===== config.mk =====
export PLATFORM = sky130hd
export DESIGN_NAME = timed_event_table
export DESIGN_NICKNAME = d
export VERILOG_FILES = /design/src/hw/rtl/tet_pkg.sv /design/src/hw/rtl/timed_event_table.sv /design/src/hw/rtl/tet_cell.sv /design/src/hw/rtl/tet_ctrl.sv
export SDC_FILE = /design/constraint.sdc
export NUM_CORES = 2
export LEC_CHECK = 0
export BUFFER_PORTS_ARGS = -buffer_cell sky130_fd_sc_hd__clkbuf_2
export CAP_MARGIN = 10
export CORE_MARGIN = 2
export CORE_UTILIZATION = 47
export DETAILED_ROUTE_END_ITERATION = 16
export GPL_ROUTABILITY_DRIVEN = 0
export GPL_TIMING_DRIVEN = 1
export HOLD_SLACK_MARGIN = 0.03
export PLACE_DENSITY_LB_ADDON = 0.3
export RECOVER_POWER = 25
export SLEW_MARGIN = 10
export SYNTH_ARGS = -nofsm -noshare
export SYNTH_HDL_FRONTEND = slang
export SYNTH_SLANG_ARGS = --single-unit

===== constraint.sdc =====
create_clock -name clk -period 13 [get_ports clk]
set_clock_uncertainty 0.05 [all_clocks]
set_input_delay 2.6 -clock clk [delete_from_list [all_inputs] [get_ports clk]]
set_output_delay 2.6 -clock clk [all_outputs]
set_load 0.01 [all_outputs]

===== src/hw/rtl/tet_pkg.sv =====
// Shared types and constants of the timed event table.
package tet_pkg;

	localparam int TABLE_DEPTH_DEF = 16;
	localparam int TIME_BITS_DEF   = 32;
	localparam int MAX_RESULTS     = 16;
	localparam int ID_W            = 8;
	localparam int IN_TIME_W       = 32;
	localparam int REQ_W           = 3;
	localparam int STATUS_W        = 4;
	localparam int COUNT_W         = 5;

	typedef enum logic [REQ_W-1:0] {
		REQ_ENQUEUE = 3'd0,
		REQ_UPDATE  = 3'd1,
		REQ_REMOVE  = 3'd2,
		REQ_TICK    = 3'd3,
		REQ_CLEAR   = 3'd4
	} req_e;

	typedef enum logic [STATUS_W-1:0] {
		ST_ADDED     = 4'd0,
		ST_REFRESHED = 4'd1,
		ST_UPDATED   = 4'd2,
		ST_NOT_FOUND = 4'd3,
		ST_REMOVED   = 4'd4,
		ST_FULL      = 4'd5,
		ST_DELIVERED = 4'd6,
		ST_NONE_DUE  = 4'd7,
		ST_CLEARED   = 4'd8
	} status_e;

	// Command broadcast from the controller to every cell.
	typedef enum logic [2:0] {
		OP_NONE      = 3'd0,
		OP_EVAL      = 3'd1,
		OP_ADD       = 3'd2,
		OP_TOUCH     = 3'd3,
		OP_SET_DELAY = 3'd4,
		OP_DROP      = 3'd5,
		OP_CLEAR     = 3'd6,
		OP_DELIVER   = 3'd7
	} cell_op_e;

	typedef enum logic [1:0] {
		S_IDLE = 2'd0,
		S_EVAL = 2'd1,
		S_EXEC = 2'd2
	} ctrl_state_e;

	// Information one cell hands to the next one in the row.
	typedef struct packed {
		logic            match_seen;
		logic            free_seen;
		logic            due_seen;
		logic            more_due;
		logic [ID_W-1:0] id;
	} chain_t;

endpackage


===== src/hw/rtl/timed_event_table.sv =====
// Top level of the timed event table: sequencer plus a row of slot cells.
//
// The table keeps up to TableDepth pending events, each an id, a start time
// and a delay. Requests arrive on the slave stream (s_t*): tuser carries the
// request kind (enqueue, update delay, remove, tick, clear) and tdata the id,
// delay and current time. Each request yields one result transaction on the
// master stream (m_t*), except a tick, which yields one transaction per
// delivered event in ascending slot order (at most 16) or a single one when
// none is due, and unknown kinds, which yield none. tlast marks the final
// result of a request. A request is taken in the idle state, the cells
// compare id and expiry in the evaluate state that follows, and the first
// result is loaded into the output register in the execute state; the row
// of cells evaluates all slots at once and the sequencer then walks the due
// slots one per cycle while the output register is free to take a result.
// Reset empties the table and drops any waiting result. While the receiver
// stalls, the result stays in the output register and the sequencer waits;
// a new request is taken only once the previous one has issued its last
// result, though that result may still be waiting in the output register.
module timed_event_table
	import tet_pkg::*;
#(
	parameter int TableDepth = TABLE_DEPTH_DEF,
	parameter int TimeBits   = TIME_BITS_DEF
) (
	input  logic                clk,
	input  logic                arst_n,
	input  logic                s_tvalid,
	output logic                s_tready,
	// tuser: req_type[2:0]
	input  logic [REQ_W-1:0]    s_tuser,
	// tdata: event_id[7:0], delay[39:8], current_time[71:40]
	input  logic [71:0]         s_tdata,
	output logic                m_tvalid,
	input  logic                m_tready,
	// tuser: status[3:0]
	output logic [STATUS_W-1:0] m_tuser,
	// tdata: event_id_res[7:0], pending_count[12:8], zero fill[15:13]
	output logic [15:0]         m_tdata,
	output logic                m_tlast
);

	cell_op_e            op;
	logic [ID_W-1:0]     req_id;
	logic [TimeBits-1:0] req_delay;
	logic [TimeBits-1:0] req_now;
	chain_t              link [TableDepth+1];

	// The chain starts empty: nothing seen before the lowest slot.
	assign link[0] = '0;

	tet_ctrl #(
		.TableDepth (TableDepth),
		.TimeBits   (TimeBits)
	) u_ctrl (
		.clk       (clk),
		.arst_n    (arst_n),
		.s_tvalid  (s_tvalid),
		.s_tready  (s_tready),
		.s_tuser   (s_tuser),
		.s_tdata   (s_tdata),
		.m_tvalid  (m_tvalid),
		.m_tready  (m_tready),
		.m_tuser   (m_tuser),
		.m_tdata   (m_tdata),
		.m_tlast   (m_tlast),
		.op        (op),
		.req_id    (req_id),
		.req_delay (req_delay),
		.req_now   (req_now),
		.chain_end (link[TableDepth])
	);

	// Slot 0 sits at the head of the chain, so it wins every priority pick.
	for (genvar i = 0; i < TableDepth; i++) begin : g_cell
		tet_cell #(
			.TimeBits (TimeBits)
		) u_cell (
			.clk       (clk),
			.arst_n    (arst_n),
			.op        (op),
			.req_id    (req_id),
			.req_delay (req_delay),
			.req_now   (req_now),
			.chain_in  (link[i]),
			.chain_out (link[i+1])
		);
	end

endmodule


===== src/hw/rtl/tet_cell.sv =====
// One slot of the event table with its match, free and expiry logic.
module tet_cell
	import tet_pkg::*;
#(
	parameter int TimeBits = TIME_BITS_DEF
) (
	input  logic                clk,
	input  logic                arst_n,
	input  cell_op_e            op,
	input  logic [ID_W-1:0]     req_id,
	input  logic [TimeBits-1:0] req_delay,
	input  logic [TimeBits-1:0] req_now,
	input  chain_t              chain_in,
	output chain_t              chain_out
);

	logic                valid_q;
	logic                match_q;
	logic                due_q;
	logic [ID_W-1:0]     id_q;
	logic [TimeBits-1:0] start_q;
	logic [TimeBits-1:0] delay_q;

	logic                free;
	logic                first_free;
	logic                first_due;
	logic                due_now;
	logic [TimeBits:0]   expiry;

	// The expiry sum is one bit wider than a time stamp, so it never wraps.
	assign expiry     = {1'b0, start_q} + {1'b0, delay_q};
	assign due_now    = valid_q && (expiry < {1'b0, req_now});
	assign free       = !valid_q;
	assign first_free = free && !chain_in.free_seen;
	assign first_due  = due_q && !chain_in.due_seen;

	always_comb begin
		chain_out.match_seen = chain_in.match_seen | match_q;
		chain_out.free_seen  = chain_in.free_seen | free;
		chain_out.due_seen   = chain_in.due_seen | due_q;
		chain_out.more_due   = chain_in.more_due | (due_q & chain_in.due_seen);
		chain_out.id         = chain_in.id | (first_due ? id_q : '0);
	end

	always_ff @(posedge clk or negedge arst_n) begin
		if (!arst_n) begin
			valid_q <= 1'b0;
			match_q <= 1'b0;
			due_q   <= 1'b0;
		end else begin
			unique case (op)
				OP_EVAL: begin
					match_q <= valid_q && (id_q == req_id);
					due_q   <= due_now;
				end
				OP_ADD: begin
					if (first_free) valid_q <= 1'b1;
				end
				OP_DROP: begin
					if (match_q) valid_q <= 1'b0;
					match_q <= 1'b0;
				end
				OP_CLEAR: begin
					valid_q <= 1'b0;
					match_q <= 1'b0;
					due_q   <= 1'b0;
				end
				OP_DELIVER: begin
					if (first_due) begin
						valid_q <= 1'b0;
						due_q   <= 1'b0;
					end
				end
				default: begin
				end
			endcase
		end
	end

	always_ff @(posedge clk) begin
		unique case (op)
			OP_ADD: begin
				if (first_free) begin
					id_q    <= req_id;
					start_q <= req_now;
					delay_q <= req_delay;
				end
			end
			OP_TOUCH: begin
				if (match_q) begin
					start_q <= req_now;
					delay_q <= req_delay;
				end
			end
			OP_SET_DELAY: begin
				if (match_q) delay_q <= req_delay;
			end
			default: begin
			end
		endcase
	end

endmodule


===== src/hw/rtl/tet_ctrl.sv =====
// Request sequencer, pending counter and output register of the event table.
module tet_ctrl
	import tet_pkg::*;
#(
	parameter int TableDepth = TABLE_DEPTH_DEF,
	parameter int TimeBits   = TIME_BITS_DEF
) (
	input  logic                 clk,
	input  logic                 arst_n,
	input  logic                 s_tvalid,
	output logic                 s_tready,
	input  logic [REQ_W-1:0]     s_tuser,
	input  logic [71:0]          s_tdata,
	output logic                 m_tvalid,
	input  logic                 m_tready,
	output logic [STATUS_W-1:0]  m_tuser,
	output logic [15:0]          m_tdata,
	output logic                 m_tlast,
	output cell_op_e             op,
	output logic [ID_W-1:0]      req_id,
	output logic [TimeBits-1:0]  req_delay,
	output logic [TimeBits-1:0]  req_now,
	input  chain_t               chain_end
);

	localparam int CntW = $clog2(TableDepth + 1);
	localparam int KW   = $clog2(MAX_RESULTS);
	localparam logic [KW-1:0] KLast = KW'(MAX_RESULTS - 1);

	ctrl_state_e          state_q, state_d;
	req_e                 req_q;
	logic [ID_W-1:0]      req_id_q;
	logic [TimeBits-1:0]  req_delay_q;
	logic [TimeBits-1:0]  req_now_q;
	logic [CntW-1:0]      count_q, count_d;
	logic [KW-1:0]        k_q, k_d;

	logic                 m_tvalid_q;
	status_e              m_status_q;
	logic [ID_W-1:0]      m_id_q;
	logic [COUNT_W-1:0]   m_count_q;
	logic                 m_last_q;

	logic                 out_free;
	logic                 emit;
	status_e              e_status;
	logic [ID_W-1:0]      e_id;
	logic                 e_last;
	logic [CntW+COUNT_W-1:0] count_ext;
	logic [TimeBits+IN_TIME_W-1:0] delay_ext;
	logic [TimeBits+IN_TIME_W-1:0] now_ext;

	assign s_tready  = (state_q == S_IDLE);
	assign out_free  = !m_tvalid_q || m_tready;
	assign delay_ext = {{TimeBits{1'b0}}, s_tdata[39:8]};
	assign now_ext   = {{TimeBits{1'b0}}, s_tdata[71:40]};
	assign count_ext = {{COUNT_W{1'b0}}, count_d};

	assign req_id    = req_id_q;
	assign req_delay = req_delay_q;
	assign req_now   = req_now_q;

	assign m_tvalid = m_tvalid_q;
	assign m_tuser  = m_status_q;
	assign m_tdata  = {3'b000, m_count_q, m_id_q};
	assign m_tlast  = m_last_q;

	always_comb begin
		state_d  = state_q;
		op       = OP_NONE;
		emit     = 1'b0;
		e_status = ST_ADDED;
		e_id     = req_id_q;
		e_last   = 1'b1;
		count_d  = count_q;
		k_d      = k_q;
		unique case (state_q)
			S_IDLE: begin
				if (s_tvalid) state_d = S_EVAL;
			end
			S_EVAL: begin
				op      = OP_EVAL;
				k_d     = '0;
				state_d = S_EXEC;
			end
			S_EXEC: begin
				if (out_free) begin
					state_d = S_IDLE;
					emit    = 1'b1;
					unique case (req_q)
						REQ_ENQUEUE: begin
							if (chain_end.match_seen) begin
								op       = OP_TOUCH;
								e_status = ST_REFRESHED;
							end else if (chain_end.free_seen) begin
								op       = OP_ADD;
								count_d  = count_q + 1'b1;
								e_status = ST_ADDED;
							end else begin
								e_status = ST_FULL;
							end
						end
						REQ_UPDATE: begin
							if (chain_end.match_seen) begin
								op       = OP_SET_DELAY;
								e_status = ST_UPDATED;
							end else begin
								e_status = ST_NOT_FOUND;
							end
						end
						REQ_REMOVE: begin
							if (chain_end.match_seen) begin
								op       = OP_DROP;
								count_d  = count_q - 1'b1;
								e_status = ST_REMOVED;
							end else begin
								e_status = ST_NOT_FOUND;
							end
						end
						REQ_TICK: begin
							if (chain_end.due_seen) begin
								op       = OP_DELIVER;
								count_d  = count_q - 1'b1;
								e_status = ST_DELIVERED;
								e_id     = chain_end.id;
								e_last   = !chain_end.more_due || (k_q == KLast);
								if (!e_last) begin
									state_d = S_EXEC;
									k_d     = k_q + 1'b1;
								end
							end else begin
								e_status = ST_NONE_DUE;
								e_id     = '0;
							end
						end
						REQ_CLEAR: begin
							op       = OP_CLEAR;
							count_d  = '0;
							e_status = ST_CLEARED;
							e_id     = '0;
						end
						default: begin
							emit = 1'b0;
						end
					endcase
				end
			end
			default: begin
				state_d = S_IDLE;
			end
		endcase
	end

	always_ff @(posedge clk or negedge arst_n) begin
		if (!arst_n) begin
			state_q    <= S_IDLE;
			count_q    <= '0;
			k_q        <= '0;
			m_tvalid_q <= 1'b0;
		end else begin
			state_q <= state_d;
			count_q <= count_d;
			k_q     <= k_d;
			if (emit) begin
				m_tvalid_q <= 1'b1;
			end else if (m_tready) begin
				m_tvalid_q <= 1'b0;
			end
		end
	end

	always_ff @(posedge clk) begin
		if (s_tvalid && s_tready) begin
			req_q       <= req_e'(s_tuser);
			req_id_q    <= s_tdata[7:0];
			req_delay_q <= delay_ext[TimeBits-1:0];
			req_now_q   <= now_ext[TimeBits-1:0];
		end
		if (emit) begin
			m_status_q <= e_status;
			m_id_q     <= e_id;
			m_count_q  <= count_ext[COUNT_W-1:0];
			m_last_q   <= e_last;
		end
	end

endmodule

==> flow_summary.toml <==
[yosys]
ys_top_cells_by_count = "edfxtp_1, ha_1, a21oi_1"
yosysTopAreaCell = "edfxtp_1"
yosysWarnings = 0
synthFlopType = "edfxtp_1"
yosys.area.top_type_share = 0.481
ys_seq_area_frac = 0.500
avgSynthCellArea_um2 = 11.9
synth_most_common_cell = "edfxtp_1"
synthDistinctLibCells = 110
syn_inst = 6558
synthesis.area_mm2 = 0.0778
synth-edff-count = 1245
ys_async_sr_fraction = 0.0460
synth.ff_latch_count = 1305
synthTopCellsByArea = "edfxtp_1, ha_1, a21oi_1, xnor2_1, a21o_1"

[timing]
max_freq_mhz = 174
period_needed_ps = 5760
maxSlewHeadroom = -0.453
worst_pin_slew_ps = 2180
finalHoldViolCount = 0
slew_viol_final = 622
setup_viol = 0
finalCritPeriodShare = 0.443
finalSetupTns_ps = 0
rsz0062_at_grt = "false"

[route]
drt-initial-drc-count = 5262
vias_per_cell = 6.13
first_pass_iters = 9
wirelength_um = 214000
route.detailed.drc = 0
num_vias = 56100
antenna_left = 0
detail_route.wl_per_cell_um = 23.4

[clock_tree]
clock_latency_ps = 800
postCtsSetupBuffers = 0
cts-root-buf = "clkbuf_16"
ctsLongestPathBuffers = 3
cts.sinks = 1305
cts_resized = 0
cts_hold_buf = 0
path_clk_slew_ps = 60
cts_tree = "done"
cts_buffers = 145
htree_num_levels = 4

[critical_path]
critPathLaunch = "u_ctrl.req_now[8]"
worstSetupEndpoint = "g_cell[6].u_cell.due_q"
r2r_cells = 11
r2r_slack_ps = 7240
crit_arrival_ps = 6440
end_kind = "flop"
critPathKind = "reg2reg"
startpoint_type = "flop"
r2r_start = "u_ctrl.req_now[8]"
rr_endpoint = "g_cell[6].u_cell.due_q"
cp_max_fo = 17
cp.required_ps = 13680

[place]
hpwl_um = 153000
port_buffers = 98

[finish]
drive_gt1_frac = 0.0697
multi_input_area_mm2 = 0.0382
seqCellArea_mm2 = 0.0389
nNetsFinal = 7946
layout.filler_cells = 13900
area.growth.synth_to_final_pct = 10.9

[global_routing]
grt_pass1_wl_um = 318000
gr-total-overflow = 0
grt_max_degree = 61
grt_pass1_vias = 55000
antenna_found_initial = 9
grt.total_usage = 0.249

[worst_hold_path]
hold_path.class = "reg2reg"
hold-path-cell-count = 2

[pwr]
leakage_nw = 33.8
total_power_mw = 12.7
powerDensity_mw_per_mm2 = 148
vdd_drop_max_mv = 0.157

[outcome]
violations = "capacitance limit, slew limit"
status = "finished with violations"

[die]
io_pins = 102
die_y_um = 411
die_width_um = 411
die_area_mm2 = 0.169
core-area_mm2 = 0.165
start_util = 0.473
num_rows = 149

[run]
maxCapViolCount = 34
==> sequential cells by signal, indices dropped and copies added (netlist names), 3 cells and up <==
register               cells
g_cell.u_cell.delay_q    512
g_cell.u_cell.due_q       16
g_cell.u_cell.id_q       128
g_cell.u_cell.match_q     16
g_cell.u_cell.start_q    512
g_cell.u_cell.valid_q     16
u_ctrl.count_q             5
u_ctrl.k_q                 4
u_ctrl.m_count_q           5
u_ctrl.m_id_q              8
u_ctrl.m_tuser             4
u_ctrl.req_delay          32
u_ctrl.req_id              8
u_ctrl.req_now            32
u_ctrl.req_q               3
==> worst min path at each step <==
stage	start	slack [ps]	to
final	u_ctrl.k_q[1]	530	u_ctrl.k_q[1]
after global routing	g_cell[8].u_cell.due_q	560	g_cell[8].u_cell.due_q
after CTS	g_cell[8].u_cell.due_q	530	g_cell[8].u_cell.due_q
after detailed placement	g_cell[8].u_cell.due_q	520	g_cell[8].u_cell.due_q
after global placement	g_cell[8].u_cell.due_q	500	g_cell[8].u_cell.due_q
after floorplan	g_cell[15].u_cell.due_q	440	g_cell[15].u_cell.due_q
==> cells by family (layout without fill, tap and decap cells) <==
logic type | after synthesis | count (layout) | share of synthesized area
other | 1 | 8 | 0.0000482
adders and majority gates | 1033 | 1033 | 0.168
and+or+nand+nor | 1486 | 1486 | 0.0959
muxes | 8 | 8 | 0.00103
AOI/OAI and AO/OA | 1907 | 1907 | 0.159
DFF | 1305 | 1305 | 0.500
buffers and inverters | 258 | 652 | 0.0133
xor gates and xnor gates | 560 | 560 | 0.0631
==> per-layer routing <==
metal	global-route usage	share of wire
met5	0	0
met4	0.106	0.041
met3	0.0390	0.080
met2	0.400	0.45
met1	0.335	0.43
==> worst max-delay path, stage by stage, from the launching register on <==
cell and delay, ps:
edfxtp_1 320, clkbuf_1 1360, clkinv_1 850, buf_4 480, ha_1 290, or4_1 460, a21oi_1 210, o211ai_1 260
a31oi_1 430, o31ai_1 210, a311oi_1 520, a22o_1 200
==> layout make-up <==
type,instances,share of cell area
clock buffers,186,0.0456
multi-input cells,4997,0.442
diodes,5,0.000145
clock inverters,78,0.00769
flip-flops and latches,1305,0.451
inverters,175,0.00761
repair buffers,213,0.0141
well taps,2189,0.0317
==> cell usage in the layout (no fill, tap or decap), drive strengths merged, types with 95 or more instances in the layout <==
master	n
a21o	309
a21oi	551
clkbuf	324
edfxtp	1245
ha	1014
inv	177
nand2	327
nand2b	111
nand3	119
nand4	115
nor2	380
nor2b	95
nor3	130
o21ai	388
xnor2	311
xor2	249
==> report_power, final <==
group | internal, mW | switching, mW
combinational | 1.17 | 2.25
clock | 2.29 | 1.69
sequential | 5.07 | 0.262
total | 8.53 | 4.20
==> metrics by stage <==
step | worst slack [ps] | hold slack [ps] | util | cells | instance area (um^2)
3_3_place_gp | 6650 | 499 | 0.497 | 8878 | 81800
4_1_cts | 7470 | 532 | 0.525 | 9142 | 86400
3_5_place_dp | 6630 | 519 | 0.497 | 8878 | 81800
6_report | 7240 | 532 | 0.524 | 9148 | 86300
2_1_floorplan | 5090 | 439 | - | 6560 | 77800
5_1_grt | 7010 | 561 | 0.524 | 9143 | 86300
Note: power is estimated with default switching activity, not from simulation.
